--- src/fild_pkg.sv ---
// shared constants, codes and control types for the front-insert list
package fild_pkg;

  localparam int DEPTH   = 16;
  localparam int CNT_W   = $clog2(DEPTH + 1);
  localparam int IDX_W   = $clog2(DEPTH);
  localparam int VAL_W   = 32;
  localparam int POS_W   = 6;

  typedef enum logic [1:0] {
    KIND_INSERT   = 2'd0,
    KIND_DELETE   = 2'd1,
    KIND_TRAVERSE = 2'd2,
    KIND_CLEAR    = 2'd3
  } kind_t;

  typedef enum logic [2:0] {
    STAT_INSERTED  = 3'd0,
    STAT_DELETED   = 3'd1,
    STAT_NOT_FOUND = 3'd2,
    STAT_FULL      = 3'd3,
    STAT_CLEARED   = 3'd4,
    STAT_ELEMENT   = 3'd5,
    STAT_EMPTY     = 3'd6
  } status_t;

  typedef enum logic [2:0] {
    CELL_HOLD,
    CELL_INS,
    CELL_CMP,
    CELL_DEL,
    CELL_ROT
  } cell_op_t;

  typedef enum logic [1:0] {
    ST_IDLE,
    ST_DEL,
    ST_TRAV
  } state_t;

  typedef struct packed {
    cell_op_t           op;
    logic signed [31:0] key;
    logic signed [31:0] head;
    logic [CNT_W-1:0]   count;
  } cell_ctl_t;

endpackage

--- src/fild_cell.sv ---
// one list cell: holds one entry and its match flag, shifts with its neighbors
module fild_cell
  import fild_pkg::*;
(
  input  logic                    clk,
  input  cell_ctl_t               ctl,
  input  logic [IDX_W-1:0]        idx,
  input  logic signed [VAL_W-1:0] left_val,
  input  logic signed [VAL_W-1:0] right_val,
  input  logic                    found_in,
  output logic                    found_out,
  output logic signed [VAL_W-1:0] value
);

  logic signed [VAL_W-1:0] value_r, value_nxt;
  logic                    match_r, match_nxt;
  logic                    occ;
  logic                    is_tail;

  assign occ       = CNT_W'(idx) < ctl.count;
  assign is_tail   = (CNT_W'(idx) + CNT_W'(1)) == ctl.count;
  assign found_out = found_in | match_r;
  assign value     = value_r;

  always_comb begin
    value_nxt = value_r;
    match_nxt = match_r;
    unique case (ctl.op)
      CELL_INS: value_nxt = left_val;
      CELL_CMP: match_nxt = occ && (value_r == ctl.key);
      CELL_DEL: begin
        // this cell and all behind the first match close the gap
        if (found_out) value_nxt = right_val;
      end
      CELL_ROT: value_nxt = is_tail ? ctl.head : right_val;
      default: ;
    endcase
  end

  always_ff @(posedge clk) begin
    value_r <= value_nxt;
    match_r <= match_nxt;
  end

endmodule

--- src/fild_chain.sv ---
// row of list cells, front cell first
module fild_chain
  import fild_pkg::*;
(
  input  logic                    clk,
  input  cell_ctl_t               ctl,
  output logic signed [VAL_W-1:0] head_val,
  output logic                    any_found
);

  logic signed [VAL_W-1:0] vals  [DEPTH];
  logic                    found [DEPTH+1];

  assign found[0] = 1'b0;

  for (genvar i = 0; i < DEPTH; i++) begin : g_cell
    fild_cell u_cell (
      .clk       (clk),
      .ctl       (ctl),
      .idx       (IDX_W'(i)),
      .left_val  ((i == 0) ? ctl.key : vals[(i == 0) ? 0 : i-1]),
      .right_val ((i == DEPTH-1) ? ctl.head : vals[(i == DEPTH-1) ? i : i+1]),
      .found_in  (found[i]),
      .found_out (found[i+1]),
      .value     (vals[i])
    );
  end

  assign head_val  = vals[0];
  assign any_found = found[DEPTH];

endmodule

--- src/front_insert_list_delete_by_value.sv ---
// top level of the bounded front-insert list with delete by value
//
// input channel (in_valid/in_ready, in_kind, in_value) takes one operation per
// transaction: insert at front, delete first match, traverse, or clear.
// result channel (out_valid/out_ready, out_status, out_item_value,
// out_position, out_last) returns the results; out_last marks the final one.
// the entries live in a row of cells that shift as one: insert moves every
// entry back by a cell, delete closes the gap behind the first match, and a
// traversal rotates the row toward the front, emitting the front cell.
// latency: insert, clear, full insert, empty traverse give their result the
// cycle after acceptance; delete compares in every cell, then does the
// first-match chain and shift once the output register is free; a traversal
// of n entries emits one element per cycle while the receiver takes them.
// throughput: one transaction per cycle for insert and clear while the
// receiver keeps up; delete and traversal hold in_ready low until done.
// a single output register parts the channels; a new transaction is taken
// while the previous result is being drained in the same cycle.
// reset empties the list and drops any pending result; a stalled receiver
// simply holds the output register and the sequencer.
module front_insert_list_delete_by_value
  import fild_pkg::*;
(
  input  logic                    clk,
  input  logic                    rst_n,
  input  logic                    in_valid,
  output logic                    in_ready,
  input  logic [1:0]              in_kind,
  input  logic signed [VAL_W-1:0] in_value,
  output logic                    out_valid,
  input  logic                    out_ready,
  output logic [2:0]              out_status,
  output logic signed [VAL_W-1:0] out_item_value,
  output logic [POS_W-1:0]        out_position,
  output logic                    out_last
);

  state_t                  state_r, state_nxt;
  logic [CNT_W-1:0]        count_r, count_nxt;
  logic [IDX_W-1:0]        pos_r, pos_nxt;
  logic signed [VAL_W-1:0] key_r, key_nxt;

  // output register
  logic                    out_valid_r, out_valid_nxt;
  status_t                 out_status_r, out_status_nxt;
  logic signed [VAL_W-1:0] out_item_r, out_item_nxt;
  logic [POS_W-1:0]        out_pos_r, out_pos_nxt;
  logic                    out_last_r, out_last_nxt;

  logic                    slot_free;
  logic                    accept;
  logic                    load;
  logic                    trav_last;
  kind_t                   kind;
  cell_ctl_t               ctl;
  logic signed [VAL_W-1:0] head_val;
  logic                    any_found;

  assign kind      = kind_t'(in_kind);
  assign slot_free = !out_valid_r || out_ready;
  assign in_ready  = (state_r == ST_IDLE) && slot_free;
  assign accept    = in_valid && in_ready;
  assign trav_last = (CNT_W'(pos_r) + CNT_W'(1)) == count_r;

  fild_chain u_chain (
    .clk       (clk),
    .ctl       (ctl),
    .head_val  (head_val),
    .any_found (any_found)
  );

  // next state
  always_comb begin
    state_nxt = state_r;
    unique case (state_r)
      ST_IDLE: begin
        if (accept && kind == KIND_DELETE) begin
          state_nxt = ST_DEL;
        end else if (accept && kind == KIND_TRAVERSE && count_r != '0) begin
          state_nxt = ST_TRAV;
        end
      end
      ST_DEL:  if (slot_free) state_nxt = ST_IDLE;
      ST_TRAV: if (slot_free && trav_last) state_nxt = ST_IDLE;
      default: state_nxt = ST_IDLE;
    endcase
  end

  // datapath control and result
  always_comb begin
    ctl.op         = CELL_HOLD;
    ctl.key        = in_value;
    ctl.head       = head_val;
    ctl.count      = count_r;
    count_nxt      = count_r;
    pos_nxt        = pos_r;
    key_nxt        = key_r;
    load           = 1'b0;
    out_status_nxt = out_status_r;
    out_item_nxt   = out_item_r;
    out_pos_nxt    = out_pos_r;
    out_last_nxt   = out_last_r;
    unique case (state_r)
      ST_IDLE: begin
        if (accept) begin
          key_nxt      = in_value;
          out_item_nxt = in_value;
          out_pos_nxt  = '0;
          out_last_nxt = 1'b1;
          unique case (kind)
            KIND_INSERT: begin
              load = 1'b1;
              if (count_r == CNT_W'(DEPTH)) begin
                out_status_nxt = STAT_FULL;
              end else begin
                ctl.op         = CELL_INS;
                count_nxt      = count_r + CNT_W'(1);
                out_status_nxt = STAT_INSERTED;
              end
            end
            KIND_DELETE: ctl.op = CELL_CMP;
            KIND_TRAVERSE: begin
              pos_nxt = '0;
              if (count_r == '0) begin
                load           = 1'b1;
                out_status_nxt = STAT_EMPTY;
              end
            end
            KIND_CLEAR: begin
              load           = 1'b1;
              count_nxt      = '0;
              out_status_nxt = STAT_CLEARED;
            end
            default: ;
          endcase
        end
      end
      ST_DEL: begin
        if (slot_free) begin
          load         = 1'b1;
          out_item_nxt = key_r;
          out_pos_nxt  = '0;
          out_last_nxt = 1'b1;
          if (any_found) begin
            ctl.op         = CELL_DEL;
            count_nxt      = count_r - CNT_W'(1);
            out_status_nxt = STAT_DELETED;
          end else begin
            out_status_nxt = STAT_NOT_FOUND;
          end
        end
      end
      ST_TRAV: begin
        if (slot_free) begin
          // front cell goes out, the row rotates behind it
          load           = 1'b1;
          ctl.op         = CELL_ROT;
          out_status_nxt = STAT_ELEMENT;
          out_item_nxt   = head_val;
          out_pos_nxt    = POS_W'(pos_r);
          out_last_nxt   = trav_last;
          pos_nxt        = pos_r + IDX_W'(1);
        end
      end
      default: ;
    endcase
  end

  assign out_valid_nxt = load || (out_valid_r && !out_ready);

  always_ff @(posedge clk) begin
    if (!rst_n) begin
      state_r     <= ST_IDLE;
      count_r     <= '0;
      out_valid_r <= 1'b0;
    end else begin
      state_r     <= state_nxt;
      count_r     <= count_nxt;
      out_valid_r <= out_valid_nxt;
    end
  end

  always_ff @(posedge clk) begin
    pos_r        <= pos_nxt;
    key_r        <= key_nxt;
    out_status_r <= out_status_nxt;
    out_item_r   <= out_item_nxt;
    out_pos_r    <= out_pos_nxt;
    out_last_r   <= out_last_nxt;
  end

  assign out_valid      = out_valid_r;
  assign out_status     = out_status_r;
  assign out_item_value = out_item_r;
  assign out_position   = out_pos_r;
  assign out_last       = out_last_r;

endmodule

--- config.mk ---
export PLATFORM = sky130hd
export DESIGN_NAME = front_insert_list_delete_by_value
export DESIGN_NICKNAME = d
export VERILOG_FILES = /design/src/fild_pkg.sv /design/src/fild_cell.sv /design/src/fild_chain.sv /design/src/front_insert_list_delete_by_value.sv
export SDC_FILE = /design/constraint.sdc
export NUM_CORES = 2
export LEC_CHECK = 0
export BUFFER_PORTS_ARGS = -buffer_cell sky130_fd_sc_hd__buf_2
export CORE_ASPECT_RATIO = 1.5
export CORE_UTILIZATION = 60
export DETAILED_ROUTE_END_ITERATION = 8
export GPL_ROUTABILITY_DRIVEN = 0
export PLACE_DENSITY = 0.83
export SLEW_MARGIN = 30
export SYNTH_ARGS = -nofsm -noshare
export SYNTH_HDL_FRONTEND = slang
export SYNTH_SLANG_ARGS = --single-unit
--- constraint.sdc ---
create_clock -name clk -period 7.18 [get_ports clk]
set_input_delay 1.436 -clock clk [delete_from_list [all_inputs] [get_ports clk]]
set_output_delay 1.436 -clock clk [all_outputs]
set_load 0.005 [all_outputs]
==> impl_metrics.env <==
export IMPL_synth_area_mm2=0.0353
export IMPL_htree_levels=2
export IMPL_fill_cells=4011
export IMPL_coreArea_mm2=0.0580
export IMPL_clk_latency_ps=660
export IMPL_cts_resized=0
export IMPL_tns_ps=0
export IMPL_fin_nets=2856
export IMPL_synth_seq_cells=612
export IMPL_dr_total_vias=28192
export IMPL_power_leakage_nw=13.5
export IMPL_clock_fmax_ghz=0.221
export IMPL_routed_wl_mm=124
export IMPL_postCtsSetupBuffers=0
export IMPL_areaGrowthSynthToFinish_pct=9.14
export IMPL_rows=108
export IMPL_tightest_slew_ps=1120
export IMPL_cts_sinks=612
export IMPL_cts_root_buf="clkbuf_16"
export IMPL_synth_seq_area_share=0.518
export IMPL_wl_met2_mm=56.8
export IMPL_syn_inst=2927
export IMPL_start_util=0.609
export IMPL_drv_cap=0
export IMPL_yosysTopAreaCell="edfxtp_1"
export IMPL_outcome="completed"
export IMPL_grt_use_total=0.418
export IMPL_drv_slew=0
export IMPL_post_route_period_util=0.631
export IMPL_routed_via_density=7.77
export IMPL_pre_cts_ws_ps=2380
export IMPL_synthTopCellsByArea="edfxtp_1 51%, a221o_1 12%, xor2_1 8.2%"
export IMPL_end_kind="flip-flop"
export IMPL_hold_viol=0
export IMPL_wl_met3_mm=15.9
export IMPL_fin_worst_skew_ps=29.1
export IMPL_layout_min_cycle_time_ps=4530
export IMPL_top_layer="met5"
export IMPL_wl_per_cell_um=34.3
export IMPL_clkTransAtPathRegs_ps=70
export IMPL_place_detailed_hpwl_mm=85.7
export IMPL_cts_hold_buffers=0
export IMPL_synth_top_cell_area_share=0.514
export IMPL_r2r_setup_slack_ps=2650
export IMPL_grt_pass1_vias=26748
export IMPL_setup_ws_ps=2650
export IMPL_drt_iter0_drc=4801
export IMPL_io_pins=82
export IMPL_cts_tree="built"
export IMPL_hold_path_class="reg2reg"
export IMPL_p_per_area_mw_per_mm2=243
export IMPL_synth_common_cells="604 x edfxtp_1, 416 x a221o_1, 330 x xor2_1"
export IMPL_start_kind="flip-flop"
export IMPL_die_w_um=200
export IMPL_cts_buffers=59
export IMPL_grt_start_max_net_pins=169
export IMPL_cp_data_arrival_time_ps=4920
export IMPL_drcViolationCount=0
export IMPL_synth_edff_count=604
export IMPL_synthFlopType="edfxtp_1"
export IMPL_grt_pass1_wl_mm=180
export IMPL_yosysMostFrequentCell="edfxtp_1"
export IMPL_grt_overflow=0
export IMPL_die_area_mm2=0.0598
export IMPL_antenna_found_initial=7
export IMPL_fp_dieH_um=299
export IMPL_grt_setup_unrepaired="false"
export IMPL_async_flop_share=0
export IMPL_slew_headroom=0.231
export IMPL_setup_viol=0
export IMPL_synth_distinct_cells=66
export IMPL_drive_above_1_share=0.130
export IMPL_hold_slack_ps=512
export IMPL_syn_avg_cell_area_um2=12.1
export IMPL_antenna_left=0
export IMPL_first_pass_iters=7
export IMPL_ir_drop_mv=0.200
export IMPL_yosys_warnings=0
export IMPL_path_max_fanout=154
export IMPL_critPathRequiredTime_ps=7580
export IMPL_portBuffers=79
export IMPL_timing_worst_setup_path_type="reg2reg"
export IMPL_clk_path_buf_depth=3
export IMPL_wl_met1_mm=37.9
## flip-flops by register name, summed over array words and instances (netlist names)
signal,cells
u_chain.g_cell.u_cell.value,512
key_r,32
out_item_value,32
u_chain.g_cell.u_cell.match_r,16
count_r,5
out_position,4
pos_r,4
out_status,3
state_r,2
out_last,1
out_valid,1
## cells in the final DEF, fill, tap and decap left out, types with 8 or more instances in the layout
cell / count
o21ai_0: 12
buf_4: 55
a21oi_4: 14
buf_8: 8
nand3_1: 23
ha_1: 14
a221o_1: 416
dfxtp_1: 8
nor2_1: 62
a21oi_1: 50
edfxtp_1: 604
a21boi_0: 64
inv_1: 22
mux2_2: 61
clkinv_1: 14
and2_1: 100
mux2_1: 35
clkbuf_16: 61
nor2_2: 9
xor2_1: 326
nor4_1: 87
buf_2: 79
and3_1: 264
a22oi_1: 35
xnor2_1: 176
nand4_1: 56
nand2_1: 27
bufinv_16: 16
nor3_1: 22
## report_power, final
part	internal, W	leakage (nW)	total, W	switching (W)
clock network	0.00208	1.03	0.00355	0.00146
registers	0.00424	5.67	0.00450	0.000260
logic	0.000506	6.83	0.00133	0.000821
## worst paths after layout
path | cells past startpoint | start | endpoint
hold / removal | 2 | state_r[0] | state_r[0]
setup reg to reg | 11 | count_r[1] | u_chain.g_cell[2].u_cell.value[4]
hold reg to reg | 2 | state_r[0] | state_r[0]
setup / recovery | 11 | count_r[1] | u_chain.g_cell[2].u_cell.value[4]
## per-layer routing
layer | GRT usage | up-vias
met2 | 0.637 | 2797
met5 | 0 | -
met4 | 0.380 | 6
met3 | 0.114 | 627
met1 | 0.476 | 13566
li1 | - | 11196
## worst max-delay path, stage by stage (launching register included)
cell and delay, ps:
dfxtp_1 320, buf_4 260, inv_1 330, ha_1 350, nand4bb_1 220, a21oi_1 130
o21a_1 350, nand2_8 720, buf_4 730, nor2_2 80, buf_4 280, a221o_1 420
## cell type report
type                            instances  area (um^2)  share of cell area
Sequential cell                       612        18300               0.475
Multi-Input combinational cell       1958        15900               0.413
Clock buffer                           65         1500              0.0389
Timing Repair Buffer                  150         1100              0.0287
Tap cell                              770          963              0.0250
Clock inverter                         47          649              0.0169
Inverter                               22         82.6             0.00214
Antenna cell                            4         10.0            0.000260
## per-stage QoR
step,instance area [um^2],utilization,total power (W),cells
CTS,38200,0.659,0.00921,3613
finish,38500,0.664,0.00937,3628
global route,38500,0.664,0.00953,3625
floorplan,35300,-,0.00529,2928
global placement,36000,0.621,0.00569,3497
detailed placement,36100,0.622,0.00577,3501
## kinds of logic (layout without fill, tap and decap cells)
family	Yosys count	count (layout)	share of synthesized area
buffers and inverters	358	284	0.0414
adder cells (fa/ha/maj)	15	15	0.00532
AO/OA/AOI/OAI	641	641	0.161
multiplexers	99	99	0.0315
XOR/XNOR	509	509	0.126
other	1	6	0.000106
flip-flops	612	612	0.518
AND/OR/NAND/NOR	692	692	0.116
No activity file was read; power rests on OpenSTA's default activity.
